$ cat config.mk
export PLATFORM = sky130hd
export DESIGN_NAME = nv12_to_rgb_pixel_converter
export DESIGN_NICKNAME = d
export VERILOG_FILES = /design/src/hw/rtl/nv12rgb_pkg.sv /design/src/hw/rtl/nv12_to_rgb_pixel_converter.sv
export SDC_FILE = /design/constraint.sdc
export NUM_CORES = 2
export LEC_CHECK = 0
export BUFFER_PORTS_ARGS = -buffer_cell sky130_fd_sc_hd__buf_4
export CELL_PAD_IN_SITES_DETAIL_PLACEMENT = 1
export CELL_PAD_IN_SITES_GLOBAL_PLACEMENT = 1
export CORE_MARGIN = 2
export CORE_UTILIZATION = 40
export CTS_CLUSTER_SIZE = 10
export DETAILED_ROUTE_END_ITERATION = 8
export MAX_ROUTING_LAYER = met4
export PLACE_DENSITY_LB_ADDON = 0.08
export SLEW_MARGIN = 20
export SYNTH_ARGS = -nofsm -noshare
export SYNTH_HDL_FRONTEND = slang
export SYNTH_SLANG_ARGS = --single-unit
$ cat constraint.sdc
create_clock -name clk -period 9.09 [get_ports clk]
set_input_delay 0.909 -clock clk [delete_from_list [all_inputs] [get_ports clk]]
set_output_delay 0.909 -clock clk [all_outputs]
set_load 0.01 [all_outputs]
$ cat src/hw/rtl/nv12rgb_pkg.sv
// Shared types, constants and helpers for the NV12 pixel to RGB converter.
// No dependencies; imported by nv12_to_rgb_pixel_converter.
package nv12rgb_pkg;

	localparam int PIX_W   = 8;   // luma, chroma and color channel width
	localparam int DIM_W   = 13;  // frame_width / frame_height register width
	localparam int CFG_W   = 13;  // config write data, widest register
	localparam int CIDX_W  = 3;   // config register index width
	localparam int COEF_W  = 18;  // unsigned Q16 matrix coefficients
	localparam int PROD_W  = 28;  // signed Q16 products and scaled luma
	localparam int SUM_W   = 30;  // signed Q16 channel sums

	localparam int DEF_MAX_WIDTH  = 4096;
	localparam int DEF_MAX_HEIGHT = 4096;

	localparam logic [DIM_W-1:0] RST_FRAME_WIDTH  = DIM_W'(1920);
	localparam logic [DIM_W-1:0] RST_FRAME_HEIGHT = DIM_W'(1080);

	localparam logic [16:0]      LUMA_SCALE_Q16 = 17'd76309;
	localparam logic [PIX_W:0]   Y_BLACK        = 9'd16;
	localparam logic [PIX_W:0]   CHROMA_MID     = 9'd128;
	localparam logic [SUM_W-1:0] Q_HALF         = SUM_W'(32768);

	typedef enum logic [CIDX_W-1:0] {
		REG_USE_BT709     = 3'd0,
		REG_LIMITED_RANGE = 3'd1,
		REG_BGR_ORDER     = 3'd2,
		REG_FRAME_WIDTH   = 3'd3,
		REG_FRAME_HEIGHT  = 3'd4
	} cfg_reg_t;

	typedef struct packed {
		logic [COEF_W-1:0] r_v;
		logic [COEF_W-1:0] g_u;
		logic [COEF_W-1:0] g_v;
		logic [COEF_W-1:0] b_u;
	} coef_t;

	// flags that ride along with each pixel word
	typedef struct packed {
		logic row_end;
		logic frame_end;
		logic status;
	} pix_flags_t;

	function automatic coef_t coef_lookup(input logic bt709, input logic limited);
		coef_t c;
		case ({bt709, limited})
			2'b00:   c = '{r_v: 18'd91881,  g_u: 18'd22553, g_v: 18'd46802, b_u: 18'd116130};
			2'b01:   c = '{r_v: 18'd104597, g_u: 18'd25675, g_v: 18'd53279, b_u: 18'd132201};
			2'b10:   c = '{r_v: 18'd103206, g_u: 18'd12276, g_v: 18'd30679, b_u: 18'd121609};
			default: c = '{r_v: 18'd117489, g_u: 18'd13975, g_v: 18'd34925, b_u: 18'd138438};
		endcase
		return c;
	endfunction

	// Negative sums round to zero or below and clamp to 0, so only the
	// positive branch of round-half-away-from-zero is needed.
	function automatic logic [PIX_W-1:0] round_clamp(input logic signed [SUM_W-1:0] v);
		logic [SUM_W-1:0]  t;
		logic [SUM_W-17:0] q;
		logic [PIX_W-1:0]  r;
		t = $unsigned(v) + Q_HALF;
		q = t[SUM_W-1:16];
		if (v < 0)
			r = '0;
		else if (q > (SUM_W-16)'(255))
			r = '1;
		else
			r = q[PIX_W-1:0];
		return r;
	endfunction

endpackage

$ cat src/hw/rtl/nv12_to_rgb_pixel_converter.sv
// NV12 pixel to RGB/BGR converter top level: three-stage pixel pipeline
// with row/frame position counters. Depends on nv12rgb_pkg.

// One pixel word per clock in, one per clock out while the output is not stalled:
// stage 1 registers the input and its row/frame flags, stage 2 registers the
// luma scale and the four chroma products, stage 3 registers the rounded and
// clamped channels. The whole pipeline advances whenever the output register
// is empty or being taken, so in_ready follows out_ready. Configuration is
// written through cfg_wr_en/cfg_index/cfg_data and must only change while the
// pipeline is empty. A zero, odd or oversized frame size sets status and
// holds the position counters at zero.
module nv12_to_rgb_pixel_converter
	import nv12rgb_pkg::*;
#(
	parameter int MAX_WIDTH  = DEF_MAX_WIDTH,
	parameter int MAX_HEIGHT = DEF_MAX_HEIGHT
) (
	input  logic              clk,
	input  logic              arst_n,
	input  logic              cfg_wr_en,
	input  logic [CIDX_W-1:0] cfg_index,
	input  logic [CFG_W-1:0]  cfg_data,
	input  logic              in_valid,
	output logic              in_ready,
	input  logic [PIX_W-1:0]  luma,
	input  logic [PIX_W-1:0]  cb_sample,
	input  logic [PIX_W-1:0]  cr_sample,
	output logic              out_valid,
	input  logic              out_ready,
	output logic [PIX_W-1:0]  first_channel,
	output logic [PIX_W-1:0]  green_channel,
	output logic [PIX_W-1:0]  third_channel,
	output logic              row_end,
	output logic              frame_end,
	output logic              status
);

	localparam int COL_W = $clog2(MAX_WIDTH);
	localparam int ROW_W = $clog2(MAX_HEIGHT);
	localparam int CMPC_W = (COL_W + 1 > DIM_W + 1) ? COL_W + 1 : DIM_W + 1;
	localparam int CMPR_W = (ROW_W + 1 > DIM_W + 1) ? ROW_W + 1 : DIM_W + 1;

	// configuration
	logic             use_bt709_q, limited_range_q, bgr_order_q;
	logic [DIM_W-1:0] frame_width_q, frame_height_q;

	always_ff @(posedge clk or negedge arst_n) begin
		if (!arst_n) begin
			use_bt709_q     <= 1'b0;
			limited_range_q <= 1'b1;
			bgr_order_q     <= 1'b0;
			frame_width_q   <= RST_FRAME_WIDTH;
			frame_height_q  <= RST_FRAME_HEIGHT;
		end else if (cfg_wr_en) begin
			case (cfg_index)
				REG_USE_BT709:     use_bt709_q     <= cfg_data[0];
				REG_LIMITED_RANGE: limited_range_q <= cfg_data[0];
				REG_BGR_ORDER:     bgr_order_q     <= cfg_data[0];
				REG_FRAME_WIDTH:   frame_width_q   <= cfg_data[DIM_W-1:0];
				REG_FRAME_HEIGHT:  frame_height_q  <= cfg_data[DIM_W-1:0];
				default: ;
			endcase
		end
	end

	// pipeline control
	logic advance, accept;
	logic v_s1, v_s2;

	assign advance  = !out_valid || out_ready;
	assign in_ready = advance;
	assign accept   = in_valid && in_ready;

	// position counters and frame size check
	logic [COL_W-1:0]  col_q;
	logic [ROW_W-1:0]  row_q;
	logic [CMPC_W-1:0] col_next, width_x;
	logic [CMPR_W-1:0] row_next, height_x;
	logic              bad_size, row_last, frame_last;

	always_comb begin
		width_x    = CMPC_W'(frame_width_q);
		height_x   = CMPR_W'(frame_height_q);
		col_next   = CMPC_W'(col_q) + CMPC_W'(1);
		row_next   = CMPR_W'(row_q) + CMPR_W'(1);
		bad_size   = (frame_width_q == '0) || frame_width_q[0] ||
		             (width_x > CMPC_W'(MAX_WIDTH)) ||
		             (frame_height_q == '0) || frame_height_q[0] ||
		             (height_x > CMPR_W'(MAX_HEIGHT));
		row_last   = !bad_size && (col_next >= width_x);
		frame_last = row_last && (row_next >= height_x);
	end

	always_ff @(posedge clk or negedge arst_n) begin
		if (!arst_n) begin
			col_q <= '0;
			row_q <= '0;
		end else if (accept) begin
			if (bad_size) begin
				col_q <= '0;
				row_q <= '0;
			end else if (row_last) begin
				col_q <= '0;
				row_q <= frame_last ? '0 : row_next[ROW_W-1:0];
			end else begin
				col_q <= col_next[COL_W-1:0];
			end
		end
	end

	// stage 1: input word and flags
	logic [PIX_W-1:0] luma_s1, cb_s1, cr_s1;
	pix_flags_t       flags_s1, flags_s2, flags_s3;

	always_ff @(posedge clk) begin
		if (accept) begin
			luma_s1  <= luma;
			cb_s1    <= cb_sample;
			cr_s1    <= cr_sample;
			flags_s1 <= '{row_end: row_last, frame_end: frame_last, status: bad_size};
		end
	end

	// stage 2: scaled luma and chroma products
	coef_t                    coef;
	logic signed [PIX_W:0]    y_off, cb_c, cr_c;
	logic signed [PROD_W-1:0] ys_s2, p_rv_s2, p_gu_s2, p_gv_s2, p_bu_s2;

	always_comb begin
		coef  = coef_lookup(use_bt709_q, limited_range_q);
		y_off = $signed({1'b0, luma_s1} - Y_BLACK);
		cb_c  = $signed({1'b0, cb_s1} - CHROMA_MID);
		cr_c  = $signed({1'b0, cr_s1} - CHROMA_MID);
	end

	always_ff @(posedge clk) begin
		if (advance) begin
			if (limited_range_q)
				ys_s2 <= PROD_W'($signed({1'b0, LUMA_SCALE_Q16}) * y_off);
			else
				ys_s2 <= $signed(PROD_W'({luma_s1, 16'b0}));
			p_rv_s2  <= PROD_W'($signed({1'b0, coef.r_v}) * cr_c);
			p_gu_s2  <= PROD_W'($signed({1'b0, coef.g_u}) * cb_c);
			p_gv_s2  <= PROD_W'($signed({1'b0, coef.g_v}) * cr_c);
			p_bu_s2  <= PROD_W'($signed({1'b0, coef.b_u}) * cb_c);
			flags_s2 <= flags_s1;
		end
	end

	// stage 3: sums, round, clamp, channel order
	logic signed [SUM_W-1:0] red_sum, green_sum, blue_sum;
	logic [PIX_W-1:0]        red, green, blue;
	logic [PIX_W-1:0]        first_s3, green_s3, third_s3;

	always_comb begin
		red_sum   = SUM_W'(ys_s2) + SUM_W'(p_rv_s2);
		green_sum = SUM_W'(ys_s2) - SUM_W'(p_gu_s2) - SUM_W'(p_gv_s2);
		blue_sum  = SUM_W'(ys_s2) + SUM_W'(p_bu_s2);
		red       = round_clamp(red_sum);
		green     = round_clamp(green_sum);
		blue      = round_clamp(blue_sum);
	end

	always_ff @(posedge clk) begin
		if (advance) begin
			first_s3 <= bgr_order_q ? blue : red;
			green_s3 <= green;
			third_s3 <= bgr_order_q ? red : blue;
			flags_s3 <= flags_s2;
		end
	end

	always_ff @(posedge clk or negedge arst_n) begin
		if (!arst_n) begin
			v_s1      <= 1'b0;
			v_s2      <= 1'b0;
			out_valid <= 1'b0;
		end else if (advance) begin
			v_s1      <= in_valid;
			v_s2      <= v_s1;
			out_valid <= v_s2;
		end
	end

	assign first_channel = first_s3;
	assign green_channel = green_s3;
	assign third_channel = third_s3;
	assign row_end       = flags_s3.row_end;
	assign frame_end     = flags_s3.frame_end;
	assign status        = flags_s3.status;

	// checks
	a_frame_end_on_row_end: assert property (@(posedge clk) disable iff (!arst_n)
		out_valid |-> (!frame_end || row_end))
		else $error("frame_end without row_end");

	a_bad_size_no_marks: assert property (@(posedge clk) disable iff (!arst_n)
		(out_valid && status) |-> (!row_end && !frame_end))
		else $error("row/frame mark on a bad frame size word");

	a_bad_size_clears: assert property (@(posedge clk) disable iff (!arst_n)
		(accept && bad_size) |=> (col_q == '0 && row_q == '0))
		else $error("counters not cleared on bad frame size");

	a_stall_holds_pipe: assert property (@(posedge clk) disable iff (!arst_n)
		(out_valid && !out_ready) |=> ($stable(v_s1) && $stable(v_s2) && out_valid))
		else $error("pipeline moved while output stalled");

endmodule

==> reports/qor.yml <==
final_layout:
  finalNetCount: 4491
  drive_gt1_frac: 0.07018
  n_fill_cell: 9578
  area_delta_synth_final_pct: 9.326
  antenna_cells: 0
  final_cell_mix: "inv_1, ha_1, fa_1, nand2_1, edfxtp_1"
  layout.cells.non_filler: 4678
  layout_commonest_cell: "inv_1"
timing:
  drv_slew: 0
  fin_hold_ws_ns: 0.4208
  period_needed_ns: 8.065
  fmax_mhz: 124.0
  rsz0062_at_grt: "no"
  fin_ws_ns: 1.025
  finalSetupViolCount: 0
  skew_ns: 0.02492
  worstMarginPinSlew_ns: 1.108
  finalHoldViolCount: 0
  min_period_over_period: 0.8872
  relSlewSlack: 0.2522
  setup_tns_ns: 0
place:
  port_buffers: 73
  dp.cells: 4612
  dp_worst_setup_slack_ns: 1.118
  dp_hpwl_mm: 96.65
  place_congestion: 1.011
clock_tree:
  cts_buffers: 37
  cts_resized: 0
  cts-root-buf: "clkbuf_16"
  post_cts_buffers: 0
  htree_levels: 2
  clock_latency_ns: 0.57
  cts_tree: "done"
  ctsHoldBuffers: 0
  cts_buffer_depth: 3
  clk_pin_slew_worst_paths_ns: 0.06
  cts_sinks: 251
setup_path:
  worstPathArrival_ns: 8.38
  reg2regPathDepth: 25
  cp_max_fo: 33
  worst_setup_path_start_kind: "register"
  required_ns: 9.40
  path_class: "reg2reg"
  endpoint_kind: "register"
global_route:
  grt_usage: 0.2685
  grt_use_met1: 0.3896
  grt.met3_usage: 0.03325
  overflow: 0
  use_met2: 0.4063
  grt_pass1_vias: 27200
  busiest_layer: "met2"
  grt_max_degree: 133
  grt_pass1_wl_mm: 170.6
  antenna_found_initial: 1
synth:
  async_flop_share: 0.2231
  netlist_instances: 3429
  synth-seq-area-share: 0.2126
  synth_top_cells_by_area: "fa_1, ha_1, edfxtp_1, inv_1, dfrtp_1"
  synth-seq-cells: 251
  synth_top_area_cell: "fa_1"
  synth_edf_count: 195
  netlist-cell-type-count: 93
  syn_area_um2: 34180
  ys.flop_type: "edfxtp_1"
  yosysWarnings: 0
  syn_avg_cell_area_um2: 9.969
  synth_top_area_frac: 0.2495
die:
  row_count: 107
  die_h_um: 296.3
  dieArea_um2: 87810
  core-area_um2: 84880
  fp.dieW_um: 296.3
  start_util: 0.4027
  ios: 74
route:
  dr.pass1.iters: 5
  vias: 24830
  drc_errors: 0
  ant_nets: 0
  first_iter_violations: 1348
  viasPerCell: 5.308
  routed_wirelength_mm: 111.6
  avgRoutedWirePerCell_um: 23.86
min_path:
  hp-class: "reg2reg"
  min_delay_path_depth: 0
flow_run:
  drv_cap: 0
outcome:
  status: "complete, no violations"
## worst paths after layout
path                            startpoint          end  slack [ns]
setup / recovery           limited_range_q  p_gu_s2[25]        1.02
hold / removal                 flags_s1[1]  flags_s2[1]        0.42
setup reg to reg           limited_range_q  p_gu_s2[25]        1.02
hold reg to reg                flags_s1[1]  flags_s2[1]        0.42
max in group asynchronous           arst_n         v_s1        8.03
min in group asynchronous           arst_n     row_q[1]        0.44
## critical path, stage by stage (launching register included)
cell,delay (ns)
dfstp_2,0.53
buf_4,0.19
buf_4,0.41
ha_1,0.59
buf_4,0.29
nand2b_1,0.15
fa_1,0.42
fa_1,0.51
inv_1,0.06
fa_1,0.51
fa_1,0.55
inv_1,0.05
fa_1,0.50
inv_1,0.04
ha_1,0.32
o21ai_0,0.13
a21boi_0,0.24
o21ai_0,0.18
a21oi_1,0.34
a211oi_1,0.13
nor3_1,0.63
a41o_1,0.33
o31a_1,0.21
o41a_1,0.23
a21oi_1,0.11
xor2_1,0.15
## sequential cells by signal, summed over array words and instances, names as in the netlist, 12 cells and up
signal / count
ys_s2: 27
p_gu_s2: 28
row_q: 12
p_rv_s2: 27
col_q: 12
p_gv_s2: 28
frame_width_q: 13
p_bu_s2: 28
frame_height_q: 13
## cell families after synthesis
kind of cell	count (synthesis)	share of synthesized area
compound gates	508	0.1011
simple gates	808	0.1187
other cells	2	0.0002197
mux	29	0.009260
xor+xnor	152	0.03894
buf+inv	740	0.08188
flops	251	0.2126
fa+ha+maj	939	0.4372
## routing by layer
metal | vias up | share of wire
li1 | 11590 | -
met1 | 12700 | 0.50
met2 | 459 | 0.44
met3 | 91 | 0.047
met4 | 0 | 0.017
met5 | - | 0
## cell type report
cell class	count	area [um^2]	share of cell area
inverters	682	2560	0.06850
clock inverters	17	220.2	0.005892
well taps	1144	1431	0.03830
clock buffers	49	1012	0.02708
multi-input cells	2439	24150	0.6461
repair buffers	96	733.2	0.01962
flip-flops and latches	251	7268	0.1945
## Yosys cell counts (all sizes together) (8+ instances only)
library cell and count:
a21oi 126, nor4 26, o211a 8, xor2 49
o31ai 9, o21ai 95, or3 16, nand2 222
nor3 59, fa 426, or2 33, nor2b 57
clkbuf 50, mux2i 8, or4 10, nand4 22
a22o 8, ha 513, a211oi 18, inv 681
o221ai 10, dfstp 9, dfrtp 47, nand3 55
xnor2 103, nor2 160, mux2 21, o21bai 20
a21o 47, nand2b 58, and2 44, a31oi 17
and3 23, o21a 45, edfxtp 195, o22ai 10
o211ai 13
## per-stage QoR
step,util,cell area (um^2)
after floorplan,-,34190
after global placement,0.4257,36130
after detailed placement,0.4257,36130
after CTS,0.4402,37360
after global routing,0.4403,37370
final,0.4403,37370
Power is left out: the tool's default activity adds up to more than one toggle a clock period on the data nets, which glitch-free logic cannot reach.
